### src/hdl/buq_pkg.sv
package buq_pkg;

  localparam int QUEUE_DEPTH_DEF = 16;

  localparam logic [7:0] BACKSPACE_BYTE = 8'h08;
  localparam logic [7:0] SPACE_BYTE     = 8'h20;

  typedef enum logic [1:0] {
    ACT_PUT  = 2'd0,
    ACT_GET  = 2'd1,
    ACT_LINE = 2'd2,
    ACT_RECV = 2'd3
  } act_t;

  // Source of the byte written to the transmit store.
  typedef enum logic [1:0] {
    SEL_DATA,
    SEL_BS,
    SEL_SPACE
  } tsel_t;

  typedef struct packed {
    logic  load;
    logic  tx_push;
    tsel_t tx_sel;
    logic  tx_pop;
    logic  rx_push;
    logic  rx_pop;
    logic  result;
    logic  accepted;
  } cmd_t;

  typedef struct packed {
    act_t action;
    logic is_bs;
    logic tx_empty;
    logic tx_room1;
    logic tx_room4;
    logic rx_empty;
    logic rx_full;
  } stat_t;

endpackage

### src/hdl/buq_in_if.sv
interface buq_in_if;
  logic       valid;
  logic       ready;
  logic [1:0] action;
  logic [7:0] data;

  modport source (output valid, output action, output data, input ready);
  modport sink   (input valid, input action, input data, output ready);
endinterface

### src/hdl/buq_out_if.sv
interface buq_out_if;
  logic       valid;
  logic       ready;
  logic       accepted;
  logic       line_valid;
  logic [7:0] line_byte;
  logic       read_valid;
  logic [7:0] read_byte;
  logic       tx_irq_enable;
  logic       rx_irq_enable;
  logic [3:0] tx_count;
  logic [3:0] rx_count;

  modport source (output valid, output accepted, output line_valid, output line_byte,
                  output read_valid, output read_byte, output tx_irq_enable,
                  output rx_irq_enable, output tx_count, output rx_count, input ready);
  modport sink   (input valid, input accepted, input line_valid, input line_byte,
                  input read_valid, input read_byte, input tx_irq_enable,
                  input rx_irq_enable, input tx_count, input rx_count, output ready);
endinterface

### src/hdl/buq_dp.sv
module buq_dp import buq_pkg::*; #(
  parameter int QUEUE_DEPTH = QUEUE_DEPTH_DEF
) (
  input  logic       clk,
  input  logic       rst_n,
  input  logic [1:0] in_action,
  input  logic [7:0] in_data,
  input  cmd_t       cmd,
  output stat_t      stat,
  output logic       out_accepted,
  output logic       out_line_valid,
  output logic [7:0] out_line_byte,
  output logic       out_read_valid,
  output logic [7:0] out_read_byte,
  output logic       out_tx_irq_enable,
  output logic       out_rx_irq_enable,
  output logic [3:0] out_tx_count,
  output logic [3:0] out_rx_count
);

  localparam int PW = $clog2(QUEUE_DEPTH);
  localparam int CW = (PW > 4) ? PW : 4;
  localparam logic [PW-1:0] LAST  = PW'(QUEUE_DEPTH - 1);
  localparam logic [PW-1:0] ROOM4 = PW'(QUEUE_DEPTH - 5);

  function automatic logic [PW-1:0] ring_next(input logic [PW-1:0] p);
    ring_next = (p == LAST) ? '0 : p + PW'(1);
  endfunction

  function automatic logic [PW-1:0] ring_count(input logic [PW-1:0] w,
                                               input logic [PW-1:0] r);
    logic [PW:0] diff;
    diff = {1'b0, w} - {1'b0, r};
    if (w < r) begin
      diff = diff + (PW+1)'(QUEUE_DEPTH);
    end
    ring_count = diff[PW-1:0];
  endfunction

  logic [7:0] tx_mem [QUEUE_DEPTH];
  logic [7:0] rx_mem [QUEUE_DEPTH];
  logic [7:0] tx_rd_r, rx_rd_r;

  logic [PW-1:0] tx_w_r, tx_r_r, rx_w_r, rx_r_r;
  logic [PW-1:0] tx_w_nxt, tx_r_nxt, rx_w_nxt, rx_r_nxt;
  logic          tx_irq_r, rx_irq_r, tx_irq_nxt, rx_irq_nxt;
  act_t          act_r;
  logic [7:0]    data_r;
  logic [7:0]    tx_wr_byte;
  logic [PW-1:0] tx_cnt, rx_cnt, tx_cnt_nxt, rx_cnt_nxt;
  logic [CW-1:0] tx_cnt_ext, rx_cnt_ext;

  logic       acc_r, lv_r, rv_r;
  logic [7:0] lb_r, rb_r;
  logic [3:0] txc_r, rxc_r;
  logic       txe_r, rxe_r;

  assign tx_cnt = ring_count(tx_w_r, tx_r_r);
  assign rx_cnt = ring_count(rx_w_r, rx_r_r);

  assign stat.action   = act_r;
  assign stat.is_bs    = (data_r == BACKSPACE_BYTE);
  assign stat.tx_empty = (tx_w_r == tx_r_r);
  assign stat.tx_room1 = (tx_cnt != LAST);
  assign stat.tx_room4 = (tx_cnt <= ROOM4);
  assign stat.rx_empty = (rx_w_r == rx_r_r);
  assign stat.rx_full  = (rx_cnt == LAST);

  always_comb begin
    case (cmd.tx_sel)
      SEL_BS:    tx_wr_byte = BACKSPACE_BYTE;
      SEL_SPACE: tx_wr_byte = SPACE_BYTE;
      default:   tx_wr_byte = data_r;
    endcase
  end

  always_comb begin
    tx_w_nxt = cmd.tx_push ? ring_next(tx_w_r) : tx_w_r;
    tx_r_nxt = cmd.tx_pop  ? ring_next(tx_r_r) : tx_r_r;
    rx_w_nxt = cmd.rx_push ? ring_next(rx_w_r) : rx_w_r;
    rx_r_nxt = cmd.rx_pop  ? ring_next(rx_r_r) : rx_r_r;
    tx_cnt_nxt = ring_count(tx_w_nxt, tx_r_nxt);
    rx_cnt_nxt = ring_count(rx_w_nxt, rx_r_nxt);
    tx_cnt_ext = CW'(tx_cnt_nxt);
    rx_cnt_ext = CW'(rx_cnt_nxt);

    tx_irq_nxt = tx_irq_r;
    if (cmd.tx_push && cmd.result) begin
      tx_irq_nxt = 1'b1;
    end else if (cmd.tx_pop && (tx_r_nxt == tx_w_r)) begin
      tx_irq_nxt = 1'b0;
    end

    rx_irq_nxt = rx_irq_r;
    if (cmd.rx_pop) begin
      rx_irq_nxt = 1'b1;
    end else if (cmd.rx_push && (rx_cnt_nxt == LAST)) begin
      rx_irq_nxt = 1'b0;
    end
  end

  always_ff @(posedge clk) begin
    if (!rst_n) begin
      tx_w_r   <= '0;
      tx_r_r   <= '0;
      rx_w_r   <= '0;
      rx_r_r   <= '0;
      tx_irq_r <= 1'b0;
      rx_irq_r <= 1'b1;
    end else begin
      tx_w_r   <= tx_w_nxt;
      tx_r_r   <= tx_r_nxt;
      rx_w_r   <= rx_w_nxt;
      rx_r_r   <= rx_r_nxt;
      tx_irq_r <= tx_irq_nxt;
      rx_irq_r <= rx_irq_nxt;
    end
  end

  // The read ports are registered and track the read pointers, so the head word is
  // ready in the cycle after any earlier write has landed.
  always_ff @(posedge clk) begin
    if (cmd.tx_push) begin
      tx_mem[tx_w_r] <= tx_wr_byte;
    end
    if (cmd.rx_push) begin
      rx_mem[rx_w_r] <= data_r;
    end
    tx_rd_r <= tx_mem[tx_r_r];
    rx_rd_r <= rx_mem[rx_r_r];
  end

  always_ff @(posedge clk) begin
    if (cmd.load) begin
      act_r  <= act_t'(in_action);
      data_r <= in_data;
    end
    if (cmd.result) begin
      acc_r <= cmd.accepted;
      lv_r  <= cmd.tx_pop;
      lb_r  <= cmd.tx_pop ? tx_rd_r : 8'h00;
      rv_r  <= cmd.rx_pop;
      rb_r  <= cmd.rx_pop ? rx_rd_r : 8'h00;
      txe_r <= tx_irq_nxt;
      rxe_r <= rx_irq_nxt;
      txc_r <= tx_cnt_ext[3:0];
      rxc_r <= rx_cnt_ext[3:0];
    end
  end

  assign out_accepted      = acc_r;
  assign out_line_valid    = lv_r;
  assign out_line_byte     = lb_r;
  assign out_read_valid    = rv_r;
  assign out_read_byte     = rb_r;
  assign out_tx_irq_enable = txe_r;
  assign out_rx_irq_enable = rxe_r;
  assign out_tx_count      = txc_r;
  assign out_rx_count      = rxc_r;

endmodule

### src/hdl/buq_ctrl.sv
module buq_ctrl import buq_pkg::*; (
  input  logic  clk,
  input  logic  rst_n,
  input  logic  in_valid,
  output logic  in_ready,
  output logic  out_valid,
  input  logic  out_ready,
  input  stat_t stat,
  output cmd_t  cmd
);

  typedef enum logic [1:0] {
    ST_IDLE,
    ST_EXEC,
    ST_BSW
  } state_t;

  state_t     state_r, state_nxt;
  logic [1:0] step_r, step_nxt;
  logic       out_valid_r, out_valid_nxt;
  logic       out_free;

  assign out_free  = !out_valid_r || out_ready;
  assign in_ready  = (state_r == ST_IDLE);
  assign out_valid = out_valid_r;

  always_comb begin
    cmd       = '0;
    cmd.tx_sel = SEL_DATA;
    state_nxt = state_r;
    step_nxt  = step_r;
    cmd.load  = (state_r == ST_IDLE) && in_valid;

    case (state_r)
      ST_IDLE: begin
        if (in_valid) begin
          state_nxt = ST_EXEC;
        end
      end
      ST_EXEC: begin
        if ((stat.action == ACT_PUT) && stat.is_bs && stat.tx_room4) begin
          // Backspace unit: a word a cycle unless stalled; first here.
          cmd.tx_push = 1'b1;
          cmd.tx_sel  = SEL_BS;
          step_nxt    = 2'd1;
          state_nxt   = ST_BSW;
        end else if (out_free) begin
          cmd.result = 1'b1;
          state_nxt  = ST_IDLE;
          case (stat.action)
            ACT_PUT: begin
              cmd.tx_push  = !stat.is_bs && stat.tx_room1;
              cmd.accepted = !stat.is_bs && stat.tx_room1;
            end
            ACT_GET: begin
              cmd.rx_pop   = !stat.rx_empty;
              cmd.accepted = !stat.rx_empty;
            end
            ACT_LINE: begin
              cmd.tx_pop   = !stat.tx_empty;
              cmd.accepted = !stat.tx_empty;
            end
            default: begin
              cmd.rx_push  = !stat.rx_full;
              cmd.accepted = !stat.rx_full;
            end
          endcase
        end
      end
      ST_BSW: begin
        case (step_r)
          2'd1: begin
            cmd.tx_push = 1'b1;
            cmd.tx_sel  = SEL_SPACE;
            step_nxt    = 2'd2;
          end
          2'd2: begin
            cmd.tx_push = 1'b1;
            cmd.tx_sel  = SEL_BS;
            step_nxt    = 2'd3;
          end
          default: begin
            if (out_free) begin
              cmd.tx_push  = 1'b1;
              cmd.tx_sel   = SEL_DATA;
              cmd.result   = 1'b1;
              cmd.accepted = 1'b1;
              state_nxt    = ST_IDLE;
            end
          end
        endcase
      end
      default: begin
        state_nxt = ST_IDLE;
      end
    endcase

    if (cmd.result) begin
      out_valid_nxt = 1'b1;
    end else if (out_ready) begin
      out_valid_nxt = 1'b0;
    end else begin
      out_valid_nxt = out_valid_r;
    end
  end

  always_ff @(posedge clk) begin
    if (!rst_n) begin
      state_r     <= ST_IDLE;
      step_r      <= 2'd0;
      out_valid_r <= 1'b0;
    end else begin
      state_r     <= state_nxt;
      step_r      <= step_nxt;
      out_valid_r <= out_valid_nxt;
    end
  end

endmodule

### src/hdl/buffered_uart_byte_queues.sv
// Channel   Direction  Payload
// in_ch     sink       action[1:0], data[7:0]
// out_ch    source     accepted, line_valid, line_byte, read_valid, read_byte,
//                      tx_irq_enable, rx_irq_enable, tx_count, rx_count
//
// A word is taken in the idle state and executed in the execute state. A backspace
// put, when the transmit queue has room for four bytes, writes four bytes through
// the single write port of the transmit store; otherwise it is refused.
// The result register lets the next word be taken while a result still waits;
// execution holds only while that register is full and not being drained.
// Synchronous active-low reset empties both queues; the stores need no clearing.
module buffered_uart_byte_queues import buq_pkg::*; #(
  parameter int QUEUE_DEPTH = QUEUE_DEPTH_DEF
) (
  input logic       clk,
  input logic       rst_n,
  buq_in_if.sink    in_ch,
  buq_out_if.source out_ch
);

  cmd_t  cmd;
  stat_t stat;

  buq_ctrl u_ctrl (
    .clk       (clk),
    .rst_n     (rst_n),
    .in_valid  (in_ch.valid),
    .in_ready  (in_ch.ready),
    .out_valid (out_ch.valid),
    .out_ready (out_ch.ready),
    .stat      (stat),
    .cmd       (cmd)
  );

  buq_dp #(
    .QUEUE_DEPTH (QUEUE_DEPTH)
  ) u_dp (
    .clk               (clk),
    .rst_n             (rst_n),
    .in_action         (in_ch.action),
    .in_data           (in_ch.data),
    .cmd               (cmd),
    .stat              (stat),
    .out_accepted      (out_ch.accepted),
    .out_line_valid    (out_ch.line_valid),
    .out_line_byte     (out_ch.line_byte),
    .out_read_valid    (out_ch.read_valid),
    .out_read_byte     (out_ch.read_byte),
    .out_tx_irq_enable (out_ch.tx_irq_enable),
    .out_rx_irq_enable (out_ch.rx_irq_enable),
    .out_tx_count      (out_ch.tx_count),
    .out_rx_count      (out_ch.rx_count)
  );

endmodule
### src/flat_wrapper.sv
// flat-port wrapper written by rule: the top's interface ports become plain ports
module buffered_uart_byte_queues_flat import buq_pkg::*;
#(
  parameter int QUEUE_DEPTH = QUEUE_DEPTH_DEF
)
  (clk, rst_n, in_ch_valid, in_ch_action, in_ch_data, in_ch_ready, out_ch_valid, out_ch_accepted, out_ch_line_valid, out_ch_line_byte, out_ch_read_valid, out_ch_read_byte, out_ch_tx_irq_enable, out_ch_rx_irq_enable, out_ch_tx_count, out_ch_rx_count, out_ch_ready);
  buq_in_if in_ch_i ();
  buq_out_if out_ch_i ();
  input logic clk;
  input logic rst_n;
  input wire logic [$bits(in_ch_i.valid)-1:0] in_ch_valid;
  input wire logic [$bits(in_ch_i.action)-1:0] in_ch_action;
  input wire logic [$bits(in_ch_i.data)-1:0] in_ch_data;
  output wire logic [$bits(in_ch_i.ready)-1:0] in_ch_ready;
  output wire logic [$bits(out_ch_i.valid)-1:0] out_ch_valid;
  output wire logic [$bits(out_ch_i.accepted)-1:0] out_ch_accepted;
  output wire logic [$bits(out_ch_i.line_valid)-1:0] out_ch_line_valid;
  output wire logic [$bits(out_ch_i.line_byte)-1:0] out_ch_line_byte;
  output wire logic [$bits(out_ch_i.read_valid)-1:0] out_ch_read_valid;
  output wire logic [$bits(out_ch_i.read_byte)-1:0] out_ch_read_byte;
  output wire logic [$bits(out_ch_i.tx_irq_enable)-1:0] out_ch_tx_irq_enable;
  output wire logic [$bits(out_ch_i.rx_irq_enable)-1:0] out_ch_rx_irq_enable;
  output wire logic [$bits(out_ch_i.tx_count)-1:0] out_ch_tx_count;
  output wire logic [$bits(out_ch_i.rx_count)-1:0] out_ch_rx_count;
  input wire logic [$bits(out_ch_i.ready)-1:0] out_ch_ready;
  assign in_ch_i.valid = in_ch_valid;
  assign in_ch_i.action = in_ch_action;
  assign in_ch_i.data = in_ch_data;
  assign in_ch_ready = in_ch_i.ready;
  assign out_ch_valid = out_ch_i.valid;
  assign out_ch_accepted = out_ch_i.accepted;
  assign out_ch_line_valid = out_ch_i.line_valid;
  assign out_ch_line_byte = out_ch_i.line_byte;
  assign out_ch_read_valid = out_ch_i.read_valid;
  assign out_ch_read_byte = out_ch_i.read_byte;
  assign out_ch_tx_irq_enable = out_ch_i.tx_irq_enable;
  assign out_ch_rx_irq_enable = out_ch_i.rx_irq_enable;
  assign out_ch_tx_count = out_ch_i.tx_count;
  assign out_ch_rx_count = out_ch_i.rx_count;
  assign out_ch_i.ready = out_ch_ready;
  buffered_uart_byte_queues #(.QUEUE_DEPTH(QUEUE_DEPTH)) u_core (.clk(clk), .rst_n(rst_n), .in_ch(in_ch_i), .out_ch(out_ch_i));
endmodule
### config.mk
export PLATFORM = sky130hd
export DESIGN_NAME = buffered_uart_byte_queues_flat
export DESIGN_NICKNAME = d
export VERILOG_FILES = /design/src/hdl/buq_pkg.sv /design/src/hdl/buq_in_if.sv /design/src/hdl/buq_out_if.sv /design/src/hdl/buq_dp.sv /design/src/hdl/buq_ctrl.sv /design/src/hdl/buffered_uart_byte_queues.sv /design/src/flat_wrapper.sv
export SDC_FILE = /design/constraint.sdc
export NUM_CORES = 1
export LEC_CHECK = 0
export BUFFER_PORTS_ARGS = -buffer_cell sky130_fd_sc_hd__buf_4
export CORE_MARGIN = 8
export CORE_UTILIZATION = 25
export DETAILED_ROUTE_END_ITERATION = 16
export HOLD_SLACK_MARGIN = 0.06
export PLACE_DENSITY = 0.39
export SLEW_MARGIN = 15
export SYNTH_ARGS = -nofsm -noshare
export SYNTH_HDL_FRONTEND = slang
export SYNTH_SLANG_ARGS = --single-unit
### constraint.sdc
create_clock -name clk -period 10.1 [get_ports clk]
set_input_delay 2.02 -clock clk [delete_from_list [all_inputs] [get_ports clk]]
set_output_delay 2.02 -clock clk [all_outputs]
set_load 0.01 [all_outputs]
==> summary.md <==
| Metric | Value |
|---|---|
| Core footprint | `53,900 µm²` |
| Area leader, netlist | `edfxtp_1` |
| Share of layout cells above drive strength 1 | `21.3%` |
| H-Tree Depth | `2` |
| Synthesized instance count | `790` |
| Yosys cell types | `61` |
| Placed Cells | `1,515` |
| Drt pass-1 iters | `5` |
| Setup bufs post-CTS | `0` |
| Pwr dens | `182 nW/µm²` |
| FMAX | `0.238 GHz` |
| Max VDD drop | `97.9 µV` |
| Routability cong. | `0.756` |
| Synthesized flop and latch total | `334` |
| NumNets Final | `907` |
| Initial Util | `25.3%` |
| Syn nets | `838` |
| Multi-input logic area | `3760 µm²` |
| Post-synth EDFFs | `295` |
| Root Driver | `clkbuf_16` |
| Register area | `9650 µm²` |
| Syn Std Cell Area | `13,700 µm²` |
| Primary FF master, synth | `edfxtp_1` |
| Slew headroom | `27.4%` |
| Required @ worst endpoint | `10.39 ns` |
| Total wire length | `34,400 µm` |
| Vias per Instance | `4.39` |
| CP arrival | `4.49 ns` |
| Via count | `6,965` |
| Post-synth ARST share | `0%` |
| Finished Layout Cells | `1,585` |
| Sink Count | `334` |
| CTS tree | `built` |
| Largest cells by area after synthesis | `edfxtp_1 (65%), mux4_2 (9.2%), dfxtp_1 (5.7%), ha_1 (2.7%), mux2i_1 (2.5%)` |
| Crit. End Element | `flip-flop` |
| Initial antenna violation count | `0` |
| Least-Margin Pin Slew | `1.08 ns` |
| Crit Path Class | `in -> reg` |
| Status | `completed` |
| Setup-failing EPs final | `0` |
| Gr usage total | `10.9%` |
| Hold slack final | `0.465 ns` |
| Clk_lat worst skew | `0.55 ns` |
| Setup TNS | `0 ns` |
| Total Power | `0.00292 W` |
| Hpwl dp | `22,400 µm` |
| Worst Path Max Fanout | `10` |
| Routed Antenna Nets | `0` |
| CP Launch Type | `input port` |
| Leak | `5.14 nW` |
| Number of global-route vias before repair | `7,241` |
| First-pass GRT wire length | `50,700 µm` |
| Area delta synth->final | `17.4%` |
| Setup repair after global routing missed its margin | `false` |
| Most frequent cell after synthesis | `edfxtp_1` |
| Tmin final | `4.20 ns` |
| Synthesis Warnings | `0` |
| GRT overflow | `0` |
| Die H | `250 µm` |
| Fillers | `5,279` |
| Worst-case clock buffer depth | `3` |
| Synth cell count leaders | `edfxtp_1 (295), mux4_2 (56), and2_1 (47)` |
| CTS resizes | `0` |
| I/O Pins | `45` |
| Hold Buf Count CTS | `0` |
| Final period util | `41.6%` |
| MaxCap Viol Count | `0` |
| Sequential area share after synthesis | `70.5%` |
| Antenna Cells | `0` |
| DRC viols | `0` |
| Share of the synthesized area in the top cell type | `64.8%` |
| Worst Clk Skew | `0.0247 ns` |
| Site Rows | `85` |
| Largest net degree at the start of global routing | `53` |
| Final Hold Viols | `0` |
| I/O Buffers | `44` |
| Worst hold path class | `reg -> reg` |
| Mapped Avg Cell Area | `17.3 µm²` |
| Wire per inst | `21.7 µm` |
| Worst-path clk slew | `0.06 ns` |
| Die W | `250 µm` |
| Inserted Clock Buffers | `38` |
| Slew Viols, Final | `0` |
| Initial DRC count | `462` |
| Die area | `62,400 µm²` |
[worst max-delay path: stages]
cell and delay, ns:
buf_4 0.09, nand2b_1 0.23, and3_1 0.21, nand2_1 0.07, a21oi_2 0.36, nor2_1 0.08
a21oi_1 0.27, inv_1 0.08, ha_1 0.28, a21o_1 0.16, a21oi_1 0.17, xor2_1 0.19
xnor2_1 0.19, a21oi_1 0.10
[per-stage QoR]
step	area, µm²	setup WS [ns]	utilization, %
floorplan	13700	5.85	-
global placement	14900	5.34	27.6
detailed placement	14900	5.32	27.6
CTS	16000	5.88	29.8
global route	16000	5.65	29.8
finish	16000	5.90	29.8
[path summary, 6_finish.rpt]
path                                            start                             to  slack, ns  cells past startpoint
worst max-delay path                     out_ch_ready  u_core.u_dp.out_rx_irq_enable       5.90                     14
worst min-delay path             u_core.u_dp.tx_irq_r           u_core.u_dp.tx_irq_r       0.46                      2
worst max register to register  u_core.u_dp.tx_r_r[1]       u_core.u_dp.tx_mem[8][6]       5.92                     11
worst min register to register   u_core.u_dp.tx_irq_r           u_core.u_dp.tx_irq_r       0.46                      2
[per-layer routing]
metal	vias up	GRT usage, %	share of wire (%)
met5	-	0	0
met4	0	3.85	2.8
met3	55	2.20	3.4
met2	109	17.2	46
met1	3579	14.8	47
li1	3222	-	-
[registers in the layout, summed over array words and instances, names as in the netlist, 2 cells and up, named ones only]
| name | cells |
|---|---|
| u_core.u_dp.rx_mem | 128 |
| u_core.u_dp.rx_w_r | 3 |
| u_core.u_dp.rx_rd_r | 8 |
| u_core.u_dp.out_tx_count | 4 |
| u_core.u_dp.rx_r_r | 3 |
| u_core.u_ctrl.step_r | 2 |
| u_core.u_dp.tx_rd_r | 8 |
| u_core.u_dp.data_r | 8 |
| u_core.u_dp.out_read_byte | 8 |
| u_core.u_ctrl.state_r | 2 |
| u_core.u_dp.tx_w_r | 4 |
| u_core.u_dp.tx_r_r | 4 |
| u_core.u_dp.act_r | 2 |
| u_core.u_dp.out_rx_count | 4 |
| u_core.u_dp.tx_mem | 128 |
| u_core.u_dp.out_line_byte | 8 |
[cell type report]
cell class | instances | area share (%)
clock buffers | 49 | 6.43
clock inverters | 21 | 0.944
inverters | 32 | 0.749
multi-input cells | 392 | 23.5
flip-flops and latches | 334 | 60.1
well taps | 696 | 5.43
repair buffers | 61 | 2.85
[cells by family after synthesis]
family | count (synthesis) | synth area share (%)
AND/OR/NAND/NOR | 159 | 6.38
adder cells (fa/ha/maj) | 34 | 3.33
flip-flops | 334 | 70.5
buffers and inverters | 64 | 1.90
multiplexers | 94 | 12.1
XOR/XNOR | 20 | 1.38
AO/OA/AOI/OAI | 85 | 4.40
[cell usage in the layout, fill, tap and decap left out, types with 3 or more instances in the layout]
master      netlist  final
nand2_1          28     28
xnor2_1          16     16
dfxtp_1          39     36
mux2i_1          34     34
nor3b_1           3      3
a21oi_1          15     15
a31oi_1           5      5
o21a_1            3      3
clkbuf_16         0     38
and3_1            6      6
o21ai_0          15     15
nor2_1           26     26
ha_1             30     30
and2_1           47     47
a22oi_1           7      7
a221oi_1         16     16
mux4_2           56     56
mux2_2            4      4
nand3_1           7      7
xor2_1            3      3
nand2b_1          4      4
nor3_1           12     12
edfxtp_1        295    295
inv_1            30     30
clkbuf_8          0      4
clkinv_2          0      7
buf_4             0     61
nor2b_1          13     13
a21o_1            4      4
clkbuf_1         19      7
fa_1              4      4
clkinv_1          1      7
clkinvlp_4        0      4
[where the power goes]
part           internal (W)  switching, W  leakage [nW]  total (W)
registers           0.00152    0.00000629          2.97    0.00152
logic             0.0000252     0.0000563          1.60  0.0000815
clock network      0.000752      0.000560         0.573    0.00131
(Power assumes the default switching activity.)
